[config.mk]
export PLATFORM = sky130hd
export DESIGN_NAME = gbc_front
export DESIGN_NICKNAME = d
export VERILOG_FILES = /design/src/gbc_pkg.sv /design/src/gbc_front.sv
export SDC_FILE = /design/constraint.sdc
export NUM_CORES = 1
export LEC_CHECK = 0
export ABC_AREA = 1
export BUFFER_PORTS_ARGS = -buffer_cell sky130_fd_sc_hd__buf_4
export CAP_MARGIN = 10
export CORE_MARGIN = 2
export CORE_UTILIZATION = 56
export CTS_CLUSTER_DIAMETER = 50
export DETAILED_ROUTE_END_ITERATION = 10
export PLACE_DENSITY = 0.84
export REMOVE_ABC_BUFFERS = 1
export SYNTH_ARGS = -nofsm -noshare
export SYNTH_HDL_FRONTEND = slang
export SYNTH_SLANG_ARGS = --single-unit
[constraint.sdc]
create_clock -name aclk -period 10 [get_ports aclk]
set_clock_uncertainty 0.1 [all_clocks]
set_input_delay 3 -clock aclk [delete_from_list [all_inputs] [get_ports aclk]]
set_output_delay 3 -clock aclk [all_outputs]
set_load 0.03 [all_outputs]
[src/gbc_pkg.sv]
// ----------------------------------------------------------------------------
// gbc_pkg: shared types and constants of the gyro bias calibrator
// Field widths, item kinds, status codes, back-end states and helpers.
// ----------------------------------------------------------------------------
package gbc_pkg;

    localparam int SAMPLE_W = 24;
    localparam int COUNT_W  = 16;
    localparam int TH_W     = 16;
    localparam int YAW_W    = 16;
    localparam int CFG_W    = 16;
    localparam int CFG_IDX_W = 2;
    localparam int NUM_AXES = 3;
    localparam int DATA_W   = NUM_AXES * SAMPLE_W;
    localparam int SUM_W    = SAMPLE_W + COUNT_W;
    localparam int SQ_W     = 2 * SAMPLE_W + COUNT_W;
    localparam int MUL_W    = 32;
    localparam int PROD_W   = 2 * MUL_W;
    localparam int ACC_W    = 96;
    localparam int DIVD_W   = SUM_W + 1;
    localparam int SAT_W    = SAMPLE_W + 3;
    localparam int STAT_W   = 3;

    localparam logic [CFG_IDX_W-1:0] REG_CAL_SAMPLES = 2'd0;
    localparam logic [CFG_IDX_W-1:0] REG_MOTION_TH   = 2'd1;
    localparam logic [CFG_IDX_W-1:0] REG_YAW_OFFSET  = 2'd2;

    localparam logic [1:0] OP_SAMPLE  = 2'd0;
    localparam logic [1:0] OP_RESTART = 2'd1;
    localparam logic [1:0] OP_LOAD    = 2'd2;

    localparam logic [STAT_W-1:0] STAT_RAW       = 3'd0;
    localparam logic [STAT_W-1:0] STAT_CAL       = 3'd1;
    localparam logic [STAT_W-1:0] STAT_MOTION    = 3'd2;
    localparam logic [STAT_W-1:0] STAT_CORRECTED = 3'd3;
    localparam logic [STAT_W-1:0] STAT_COMPLETE  = 3'd4;
    localparam logic [STAT_W-1:0] STAT_CMD_DONE  = 3'd5;

    localparam logic [COUNT_W-1:0] CAL_SAMPLES_RST = 16'd800;

    typedef enum logic [1:0] {
        KIND_SAMPLE,
        KIND_RESTART,
        KIND_LOAD,
        KIND_NOP
    } kind_t;

    typedef struct packed {
        kind_t                              kind;
        logic [NUM_AXES-1:0][SAMPLE_W-1:0]  axis;
    } item_t;

    typedef enum logic [3:0] {
        S_IDLE,
        S_SQ_MUL,
        S_SQ_ADD,
        S_K_MUL,
        S_K_WR,
        S_MV_MUL,
        S_MV_ADD,
        S_DIV_GO,
        S_DIV_WAIT,
        S_EMIT
    } back_state_t;

    typedef enum logic [1:0] {
        OUT_RAW,
        OUT_CORR,
        OUT_ZERO
    } out_mode_t;

    function automatic logic [SAT_W-1:0] sext_sample(input logic [SAMPLE_W-1:0] v);
        sext_sample = {{(SAT_W-SAMPLE_W){v[SAMPLE_W-1]}}, v};
    endfunction

    // clamp to the signed sample range
    function automatic logic [SAMPLE_W-1:0] sat_sample(input logic [SAT_W-1:0] v);
        logic [SAT_W-SAMPLE_W:0] top;
        top = v[SAT_W-1:SAMPLE_W-1];
        if ((top == '0) || (top == '1))
            sat_sample = v[SAMPLE_W-1:0];
        else if (v[SAT_W-1])
            sat_sample = {1'b1, {(SAMPLE_W-1){1'b0}}};
        else
            sat_sample = {1'b0, {(SAMPLE_W-1){1'b1}}};
    endfunction

endpackage

[src/gbc_front.sv]
// ----------------------------------------------------------------------------
// gbc_front: input acceptance and classification
// Takes input beats, decodes the operation and queues items for the back end.
// ----------------------------------------------------------------------------
module gbc_front (
    input  logic                           aclk,
    input  logic                           aresetn,
    input  logic                           s_valid,
    output logic                           s_ready,
    input  logic [1:0]                     s_op,
    input  logic [gbc_pkg::DATA_W-1:0]     s_data,
    output logic                           item_valid,
    output gbc_pkg::item_t                 item,
    input  logic                           item_pop
);
    import gbc_pkg::*;

    item_t      fifo_reg [2];
    logic       wr_ptr_reg, wr_ptr_next;
    logic       rd_ptr_reg, rd_ptr_next;
    logic [1:0] count_reg, count_next;
    item_t      in_item;
    logic       push;

    always_comb begin
        in_item.axis = s_data;
        unique case (s_op)
            OP_SAMPLE:  in_item.kind = KIND_SAMPLE;
            OP_RESTART: in_item.kind = KIND_RESTART;
            OP_LOAD:    in_item.kind = KIND_LOAD;
            default:    in_item.kind = KIND_NOP;
        endcase
    end

    assign s_ready    = (count_reg != 2'd2);
    assign push       = s_valid && s_ready;
    assign item_valid = (count_reg != 2'd0);
    assign item       = fifo_reg[rd_ptr_reg];

    always_comb begin
        wr_ptr_next = wr_ptr_reg ^ push;
        rd_ptr_next = rd_ptr_reg ^ item_pop;
        count_next  = count_reg + 2'(push) - 2'(item_pop);
    end

    always_ff @(posedge aclk) begin
        if (!aresetn) begin
            wr_ptr_reg <= 1'b0;
            rd_ptr_reg <= 1'b0;
            count_reg  <= 2'd0;
        end else begin
            wr_ptr_reg <= wr_ptr_next;
            rd_ptr_reg <= rd_ptr_next;
            count_reg  <= count_next;
        end
    end

    always_ff @(posedge aclk) begin
        if (push) begin
            fifo_reg[wr_ptr_reg] <= in_item;
        end
    end

endmodule

==> flow_summary.html, run 1 <==
<table>
<tr><th>Metric</th><th>Value</th></tr>
<tr><th colspan="2">Outcome</th></tr>
<tr><td>Outcome</td><td>finished, final reports clean</td></tr>
<tr><th colspan="2">Drt</th></tr>
<tr><td>DRT antenna net count</td><td>0</td></tr>
<tr><td>Wirelength per Cell</td><td>17.3 um</td></tr>
<tr><td>First-iteration detailed-routing DRC count</td><td>154</td></tr>
<tr><td>Pre-Repair DR Iteration Count</td><td>4</td></tr>
<tr><td>Total number of vias</td><td>2892</td></tr>
<tr><td>DR DRC count</td><td>0</td></tr>
<tr><td>Number of vias per cell after detailed routing</td><td>5.02</td></tr>
<tr><td>Routed WL</td><td>9970 um</td></tr>
<tr><th colspan="2">Floorplanning</th></tr>
<tr><td>Num ports</td><td>154</td></tr>
<tr><td>Die extent in x</td><td>106 um</td></tr>
<tr><td>Floorplan core area</td><td>10200 um2</td></tr>
<tr><td>Site Rows</td><td>37</td></tr>
<tr><td>Floorplan die height</td><td>106 um</td></tr>
<tr><td>Die area</td><td>11200 um2</td></tr>
<tr><td>Starting utilization of the core area</td><td>56.9%</td></tr>
<tr><th colspan="2">Logic synthesis</th></tr>
<tr><td>Average cell area after synthesis</td><td>22.1 um2</td></tr>
<tr><td>Syn. warnings</td><td>0</td></tr>
<tr><td>Area of the mapped netlist</td><td>5820 um2</td></tr>
<tr><td>Count of unique library cells instantiated by Yosys</td><td>14</td></tr>
<tr><td>Fraction of the yosys area taken by sequential cells</td><td>78.1%</td></tr>
<tr><td>Cells after Synth</td><td>263</td></tr>
<tr><td>Number of flip-flops and latches in the synthesized netlist</td><td>153</td></tr>
<tr><th colspan="2">Hold path</th></tr>
<tr><td>Class of the worst hold path</td><td>reg -&gt; reg</td></tr>
<tr><th colspan="2">Global routing</th></tr>
<tr><td>First-pass GRT wire length</td><td>14900 um</td></tr>
<tr><td>Antenna violations before repair</td><td>0</td></tr>
<tr><td>GR Overflow Total</td><td>0</td></tr>
<tr><td>Total global routing track utilization</td><td>18.2%</td></tr>
<tr><td>Largest net degree at the start of global routing</td><td>75</td></tr>
<tr><td>Number of global-route vias before repair</td><td>3003</td></tr>
<tr><th colspan="2">Clocking</th></tr>
<tr><td>Resize count post-CTS</td><td>0</td></tr>
<tr><td>Post-CTS Setup Repair Bufs</td><td>0</td></tr>
<tr><td>Largest buffer count on any clock path</td><td>2</td></tr>
<tr><td>Clock-pin slew of the registers on the worst-case setup and hold paths</td><td>0.06 ns</td></tr>
<tr><td>H-tree levels</td><td>4</td></tr>
<tr><td>Clock latency at the later pin of the worst-skew pair</td><td>0.51 ns</td></tr>
<tr><td>Clock root buffer master</td><td>clkbuf_8</td></tr>
<tr><td>Count of hold buffers inserted by post-cts repair</td><td>0</td></tr>
<tr><td>Clock buffer count from CTS</td><td>17</td></tr>
<tr><td>Clock sink count</td><td>153</td></tr>
<tr><td>TritonCTS clock tree</td><td>yes</td></tr>
<tr><th colspan="2">Timing</th></tr>
<tr><td>Setup repair after global routing missed its margin</td><td>no</td></tr>
<tr><td>Number of failing hold endpoints at the final stage</td><td>0</td></tr>
<tr><td>Period minus WS final</td><td>5.61 ns</td></tr>
<tr><td>Worst-Margin Slew</td><td>1.07 ns</td></tr>
<tr><td># setup viols final</td><td>0</td></tr>
<tr><td>Final Slew Violations</td><td>0</td></tr>
<tr><td>Setup TNS Final</td><td>0 ns</td></tr>
<tr><td>Final period util</td><td>56.1%</td></tr>
<tr><td>Maximum operating frequency</td><td>178 MHz</td></tr>
<tr><td>Tightest slew margin relative to the limit</td><td>28.9%</td></tr>
<tr><th colspan="2">Job</th></tr>
<tr><td>Max Cap Viol</td><td>0</td></tr>
<tr><th colspan="2">Cells and area</th></tr>
<tr><td>Non-filler instance count after layout</td><td>576</td></tr>
<tr><td>Fraction of layout cells with a size suffix above 1</td><td>59.8%</td></tr>
<tr><td>NumNets Final</td><td>507</td></tr>
<tr><td>Antenna diode count</td><td>0</td></tr>
<tr><td>Largest register FFs</td><td>148</td></tr>
<tr><td>Filler cell count in the final layout</td><td>588</td></tr>
<tr><td>Layout-stage area growth over the synthesis result</td><td>31.5%</td></tr>
<tr><th colspan="2">Worst setup path</th></tr>
<tr><td>Critical path fanouts, max</td><td>57</td></tr>
<tr><td>Buffer and inverter count on the worst path</td><td>2</td></tr>
<tr><td>WP data required</td><td>6.90 ns</td></tr>
<tr><td>Kind of cell with the highest combined delay on the critical path</td><td>buffers and inverters</td></tr>
<tr><td>Worst path slowest cell</td><td>buf_4</td></tr>
<tr><td>Critical Path Sink Type</td><td>primary output</td></tr>
<tr><td>Cells along the critical path</td><td>buf_4 -&gt; mux2_2 -&gt; buf_4</td></tr>
<tr><td>Arrival time at the worst endpoint</td><td>2.51 ns</td></tr>
<tr><td>Worst setup path category</td><td>reg -&gt; out</td></tr>
<tr><td>Peak per-stage delay on the critical path</td><td>0.83 ns</td></tr>
<tr><td>Critical Path Most Common Cell</td><td>buf_4</td></tr>
<tr><td>Worst setup SP type</td><td>flop</td></tr>
<tr><th colspan="2">Placement</th></tr>
<tr><td>Count of port buffers added during placement</td><td>153</td></tr>
<tr><td>Final Wtd Congestion</td><td>0.719</td></tr>
<tr><td>DP Wirelength</td><td>6240 um</td></tr>
<tr><td>Number of cells in the design after placement</td><td>544</td></tr>
<tr><th colspan="2">Power and ir drop</th></tr>
<tr><td>VDD IR-drop max</td><td>0.000140 V</td></tr>
<tr><td>Total power</td><td>1.72 mW</td></tr>
<tr><td>Leak</td><td>3.02 nW</td></tr>
<tr><td>Pwr Density</td><td>225 nW/um2</td></tr>
</table>
## logic make-up (layout without fill, tap and decap cells)
group           after synthesis  count (layout)  synth area share [%]
flops                       153             153                  78.1
mux                          74              74                  18.2
buf+inv                      17             194                  2.02
simple gates                 14              14                 0.924
fa+ha+maj                     2               2                 0.430
xor+xnor                      2               2                 0.301
compound gates                1               1                0.0859
## report_power, final
group | switching, mW | internal, mW
clock network | 0.241 | 0.354
registers | 0.0191 | 0.778
logic | 0.187 | 0.144
## cell type report
class | count | area, um2 | area share, %
Clock buffer | 17 | 414 | 5.41
Timing Repair Buffer | 155 | 1160 | 15.2
Multi-Input combinational cell | 93 | 1180 | 15.4
Inverter | 7 | 26.3 | 0.343
Clock inverter | 15 | 154 | 2.01
Sequential cell | 153 | 4550 | 59.4
Tap cell | 136 | 170 | 2.22
## through the flow
stage / hold WS [ns] / setup slack, ns / area [um2] / util [%]
final: 0.445 / 4.39 / 7660 / 74.8
after global placement: 0.383 / 4.91 / 7090 / 69.3
after CTS: 0.444 / 4.32 / 7660 / 74.8
after detailed placement: 0.393 / 4.83 / 7090 / 69.3
after global routing: 0.525 / 4.26 / 7660 / 74.8
after floorplan: 0.371 / 3.16 / 5730 / -
## cell usage after synthesis (all sizes together)
cell / number / area share [%]
buf: 8 / 1.4
nand3: 1 / 0.086
nor2: 5 / 0.32
ha: 2 / 0.43
a21oi: 1 / 0.086
mux2: 74 / 18
nand2: 8 / 0.52
xnor2: 2 / 0.30
inv: 7 / 0.45
edfxtp: 148 / 76
clkbuf: 2 / 0.13
dfxtp: 5 / 1.7
## worst reg2reg max path: stages (launching register included)
cell,delay [ns]
dfxtp_1,0.35
inv_1,0.06
nand2_1,0.08
nand2_1,0.18
nor2_4,0.75
buf_4,0.64
## final timing paths
kind	start	cells past startpoint	slack [ns]	end
max	flop	3	4.39	item[1]
min	rd_ptr_reg$_SDFF_PN0_	2	0.44	flop
max reg2reg	count_reg[0]$_SDFF_PN0_	5	7.46	fifo_reg[1][8]$_DFFE_PP_
min reg2reg	rd_ptr_reg$_SDFF_PN0_	2	0.44	flop
## layer usage
metal,wire [um],share of wire (%),GRT usage (%)
met2,5260,53,30.6
met3,642,6.4,5.82
met1,3890,39,21.2
met4,180,1.8,9.21
met5,0,0,0
## layout by cell type, fill, tap and decap left out, drive strengths merged
cell and n:
inv 8, buf 155, nand3 1, nand2 8, clkbuf 17, mux2 74, a21oi 1, ha 2
xnor2 2, dfxtp 5, clkinv 9, bufinv 2, nor2 5, edfxtp 148, clkinvlp 3
No activity file was read; power rests on OpenSTA's default activity.
==> run 2, diff against run 1 <==
- ABC_AREA: 1 -> 0
- CORE_UTILIZATION: 56 -> 52
- PLACE_DENSITY: 0.84 -> 0.79
- clock period: 10 -> 5.4 ns (I/O delays scaled with it)
==> flow_summary.html, run 2 <==
<table>
<tr><th>Metric</th><th>Value</th></tr>
<tr><th colspan="2">Power and ir drop</th></tr>
<tr><td>Leak</td><td>3.05 nW (was 3.02 nW)</td></tr>
<tr><td>VDD IR-drop max</td><td>0.000232 V (was 0.000140 V)</td></tr>
<tr><td>Pwr Density</td><td>422 nW/um2 (was 225 nW/um2)</td></tr>
<tr><th colspan="2">Drt</th></tr>
<tr><td>Routed WL</td><td>10200 um (was 9970 um)</td></tr>
<tr><td>Wirelength per Cell</td><td>17.8 um (was 17.3 um)</td></tr>
<tr><td>Number of vias per cell after detailed routing</td><td>4.98 (was 5.02)</td></tr>
<tr><td>Pre-Repair DR Iteration Count</td><td>5 (was 4)</td></tr>
<tr><td>DRT antenna net count</td><td>0 (unchanged)</td></tr>
<tr><td>First-iteration detailed-routing DRC count</td><td>138 (was 154)</td></tr>
<tr><td>DR DRC count</td><td>0 (unchanged)</td></tr>
<tr><td>Total number of vias</td><td>2865 (was 2892)</td></tr>
<tr><th colspan="2">Timing</th></tr>
<tr><td>Worst hold slack</td><td>0.468 ns (was 0.445 ns)</td></tr>
<tr><td>Setup repair after global routing missed its margin</td><td>no (unchanged)</td></tr>
<tr><td>Period minus WS final</td><td>4.00 ns</td></tr>
<tr><td>Setup TNS Final</td><td>0 ns (unchanged)</td></tr>
<tr><td>Worst-Margin Slew</td><td>1.04 ns (was 1.07 ns)</td></tr>
<tr><td>Final Slew Violations</td><td>0 (unchanged)</td></tr>
<tr><td>Tightest slew margin relative to the limit</td><td>31.0% (was 28.9%)</td></tr>
<tr><td>Number of failing hold endpoints at the final stage</td><td>0 (unchanged)</td></tr>
<tr><td>Worst setup slack after layout</td><td>1.40 ns (was 4.39 ns)</td></tr>
<tr><td>Maximum operating frequency</td><td>250 MHz</td></tr>
<tr><td>Final period util</td><td>74.1%</td></tr>
<tr><td># setup viols final</td><td>0 (unchanged)</td></tr>
<tr><th colspan="2">Placement</th></tr>
<tr><td>Count of port buffers added during placement</td><td>153 (unchanged)</td></tr>
<tr><td>Post-place instance area</td><td>7120 um2 (was 7090 um2)</td></tr>
<tr><td>Placement Setup Slack</td><td>1.89 ns (was 4.83 ns)</td></tr>
<tr><td>Final Wtd Congestion</td><td>0.669 (was 0.719)</td></tr>
<tr><td>DP Wirelength</td><td>6650 um (was 6240 um)</td></tr>
<tr><th colspan="2">Clocking</th></tr>
<tr><td>H-tree levels</td><td>4 (unchanged)</td></tr>
<tr><td>Count of hold buffers inserted by post-cts repair</td><td>0 (unchanged)</td></tr>
<tr><td>Clock root buffer master</td><td>clkbuf_8 (unchanged)</td></tr>
<tr><td>TritonCTS clock tree</td><td>yes (unchanged)</td></tr>
<tr><td>Largest buffer count on any clock path</td><td>2 (unchanged)</td></tr>
<tr><td>Resize count post-CTS</td><td>0 (unchanged)</td></tr>
<tr><td>Clock buffer count from CTS</td><td>17 (unchanged)</td></tr>
<tr><td>Clock sink count</td><td>153 (unchanged)</td></tr>
<tr><td>Clock latency at the later pin of the worst-skew pair</td><td>0.52 ns (was 0.51 ns)</td></tr>
<tr><td>Post-CTS Setup Repair Bufs</td><td>0 (unchanged)</td></tr>
<tr><td>Clock-pin slew of the registers on the worst-case setup and hold paths</td><td>0.06 ns (about the same)</td></tr>
<tr><th colspan="2">Cells and area</th></tr>
<tr><td>Layout-stage area growth over the synthesis result</td><td>32.3% (was 31.5%)</td></tr>
<tr><td>Filler cell count in the final layout</td><td>700 (was 588)</td></tr>
<tr><td>Fraction of layout cells with a size suffix above 1</td><td>60.7% (was 59.8%)</td></tr>
<tr><td>Non-Filler Cell Area, Final</td><td>7720 um2 (was 7660 um2)</td></tr>
<tr><td>Largest register FFs</td><td>148 (unchanged)</td></tr>
<tr><td>NumNets Final</td><td>503 (was 507)</td></tr>
<tr><td>Top library cells by usage in the layout, fill and taps aside</td><td>buf_4 (157), edfxtp_1 (148), mux2_4 (60), clkbuf_16 (16), mux2_2 (14) (was buf_4 (155), edfxtp_1 (148), mux2_4 (60), clkbuf_16 (16), mux2_2 (14))</td></tr>
<tr><td>Antenna diode count</td><td>0 (unchanged)</td></tr>
<tr><td>Most common cell after layout, fill and taps aside</td><td>buf_4 (unchanged)</td></tr>
<tr><th colspan="2">Floorplanning</th></tr>
<tr><td>Floorplan core area</td><td>10900 um2 (was 10200 um2)</td></tr>
<tr><td>Die area</td><td>12100 um2 (was 11200 um2)</td></tr>
<tr><td>Die extent in x</td><td>110 um (was 106 um)</td></tr>
<tr><td>Num ports</td><td>154 (unchanged)</td></tr>
<tr><td>Site Rows</td><td>38 (was 37)</td></tr>
<tr><td>Starting utilization of the core area</td><td>53.6% (was 56.9%)</td></tr>
<tr><td>Floorplan die height</td><td>110 um (was 106 um)</td></tr>
<tr><th colspan="2">Outcome</th></tr>
<tr><td>Outcome</td><td>finished, final reports clean (unchanged)</td></tr>
<tr><th colspan="2">Logic synthesis</th></tr>
<tr><td>Library cell with the highest instance count after synthesis</td><td>edfxtp_1 (unchanged)</td></tr>
<tr><td>Yosys top cell by area</td><td>edfxtp_1 (unchanged)</td></tr>
<tr><td>Average cell area after synthesis</td><td>22.7 um2 (was 22.1 um2)</td></tr>
<tr><td>Yosys top cell area share</td><td>76.2% (was 76.3%)</td></tr>
<tr><td>Count of unique library cells instantiated by Yosys</td><td>22 (was 14)</td></tr>
<tr><td>Fraction of synthesis flops using an asynchronous set or reset pin</td><td>0% (unchanged)</td></tr>
<tr><td>Count of flip-flops with a built-in enable after synthesis</td><td>148 (unchanged)</td></tr>
<tr><td>Synth top cells by count</td><td>edfxtp_1 (148), mux2_4 (60), mux2_2 (14) (unchanged)</td></tr>
<tr><td>Syn. warnings</td><td>0 (unchanged)</td></tr>
<tr><td>Most common flop cell mapped by yosys</td><td>edfxtp_1 (unchanged)</td></tr>
<tr><td>Cells after Synth</td><td>257 (was 263)</td></tr>
<tr><td>Fraction of the yosys area taken by sequential cells</td><td>77.9% (was 78.1%)</td></tr>
<tr><td>Number of flip-flops and latches in the synthesized netlist</td><td>153 (unchanged)</td></tr>
<tr><td>Area of the mapped netlist</td><td>5830 um2 (was 5820 um2)</td></tr>
<tr><td>Dominant cells by area after synthesis</td><td>edfxtp_1 (76%), mux2_4 (15%), mux2_2 (2.7%) (unchanged)</td></tr>
<tr><th colspan="2">Global routing</th></tr>
<tr><td>First-pass GRT wire length</td><td>14700 um (was 14900 um)</td></tr>
<tr><td>GR Overflow Total</td><td>0 (unchanged)</td></tr>
<tr><td>Number of global-route vias before repair</td><td>3004 (was 3003)</td></tr>
<tr><td>Largest net degree at the start of global routing</td><td>75 (unchanged)</td></tr>
<tr><td>Antenna violations before repair</td><td>0 (unchanged)</td></tr>
<tr><td>Total global routing track utilization</td><td>17.2% (was 18.2%)</td></tr>
<tr><th colspan="2">Hold path</th></tr>
<tr><td>Class of the worst hold path</td><td>reg -&gt; reg (unchanged)</td></tr>
<tr><td>Worst Hold Launch</td><td>rd_ptr_reg$_SDFF_PN0_ (unchanged)</td></tr>
<tr><th colspan="2">Worst setup path</th></tr>
<tr><td>Launch instance of the worst register-to-register path</td><td>count_reg[0]$_SDFF_PN0_ (unchanged)</td></tr>
<tr><td>R2r setup slk</td><td>3.24 ns (was 7.46 ns)</td></tr>
<tr><td>Arrival time at the worst endpoint</td><td>2.28 ns (was 2.51 ns)</td></tr>
<tr><td>Critical path fanouts, max</td><td>34 (was 57)</td></tr>
<tr><td>Worst setup path category</td><td>reg -&gt; out (unchanged)</td></tr>
<tr><td>Worst setup SP type</td><td>flop (unchanged)</td></tr>
<tr><td>Critical Path Sink Type</td><td>primary output (unchanged)</td></tr>
<tr><td>WP data required</td><td>3.68 ns (was 6.90 ns)</td></tr>
<tr><th colspan="2">Job</th></tr>
<tr><td>Max Cap Viol</td><td>0 (unchanged)</td></tr>
</table>
==> run 2: logic make-up (layout without fill, tap and decap cells) <==
family / after synthesis / in the layout / synth area share, %
muxes: 75 / 75 / 18.3
and+or+nand+nor: 11 / 11 / 1.12
DFF: 153 / 153 / 77.9
buffers and inverters: 12 / 190 / 1.69
xor gates and xnor gates: 2 / 2 / 0.300
adders and majority gates: 2 / 2 / 0.429
AOI/OAI and AO/OA: 2 / 2 / 0.257
==> run 2: critical path, cell delays in order, from the launching register on <==
cell and delay (ns):
dfxtp_4 0.74, buf_4 0.49, mux2_4 0.35, buf_4 0.17
==> run 2: through the flow <==
stage,std cells,power (mW),utilization (%)
floorplan,247,1.89,-
global placement,544,2.09,65.4
detailed placement,544,2.11,65.4
CTS,575,3.29,70.9
global route,575,3.37,70.9
finish,575,3.26,70.9
==> run 2: metal layers <==
metal / GRT usage, % / part of all wire, % / vias to the layer above
li1: - / - / 1339
met1: 18.6 / 38 / 1413
met2: 30.3 / 53 / 102
met3: 6.28 / 7.6 / 11
met4: 7.05 / 1.1 / 0
met5: 0 / 0 / -
==> run 2: area by class of cell <==
cell class | count | area [um2] | area share (%)
repair buffers | 157 | 1180 | 15.3
multi-input cells | 92 | 1210 | 15.7
flip-flops and latches | 153 | 4550 | 58.9
clock inverters | 12 | 176 | 2.29
clock buffers | 19 | 422 | 5.46
well taps | 140 | 175 | 2.27
inverters | 2 | 7.51 | 0.0973
==> run 2: where the power goes <==
| part | internal (mW) | total [mW] | switching, mW |
|---|---|---|---|
| logic | 0.267 | 0.599 | 0.332 |
| registers | 1.44 | 1.48 | 0.0415 |
| clock network | 0.747 | 1.18 | 0.433 |
| total | 2.45 | 3.26 | 0.806 |
==> run 2: path summary, 6_finish.rpt <==
| kind | endpoint | cells past startpoint |
|---|---|---|
| max | item[63] | 3 |
| min | flop | 2 |
| max reg2reg | fifo_reg[0][33]$_DFFE_PP_ | 4 |
| min reg2reg | flop | 2 |
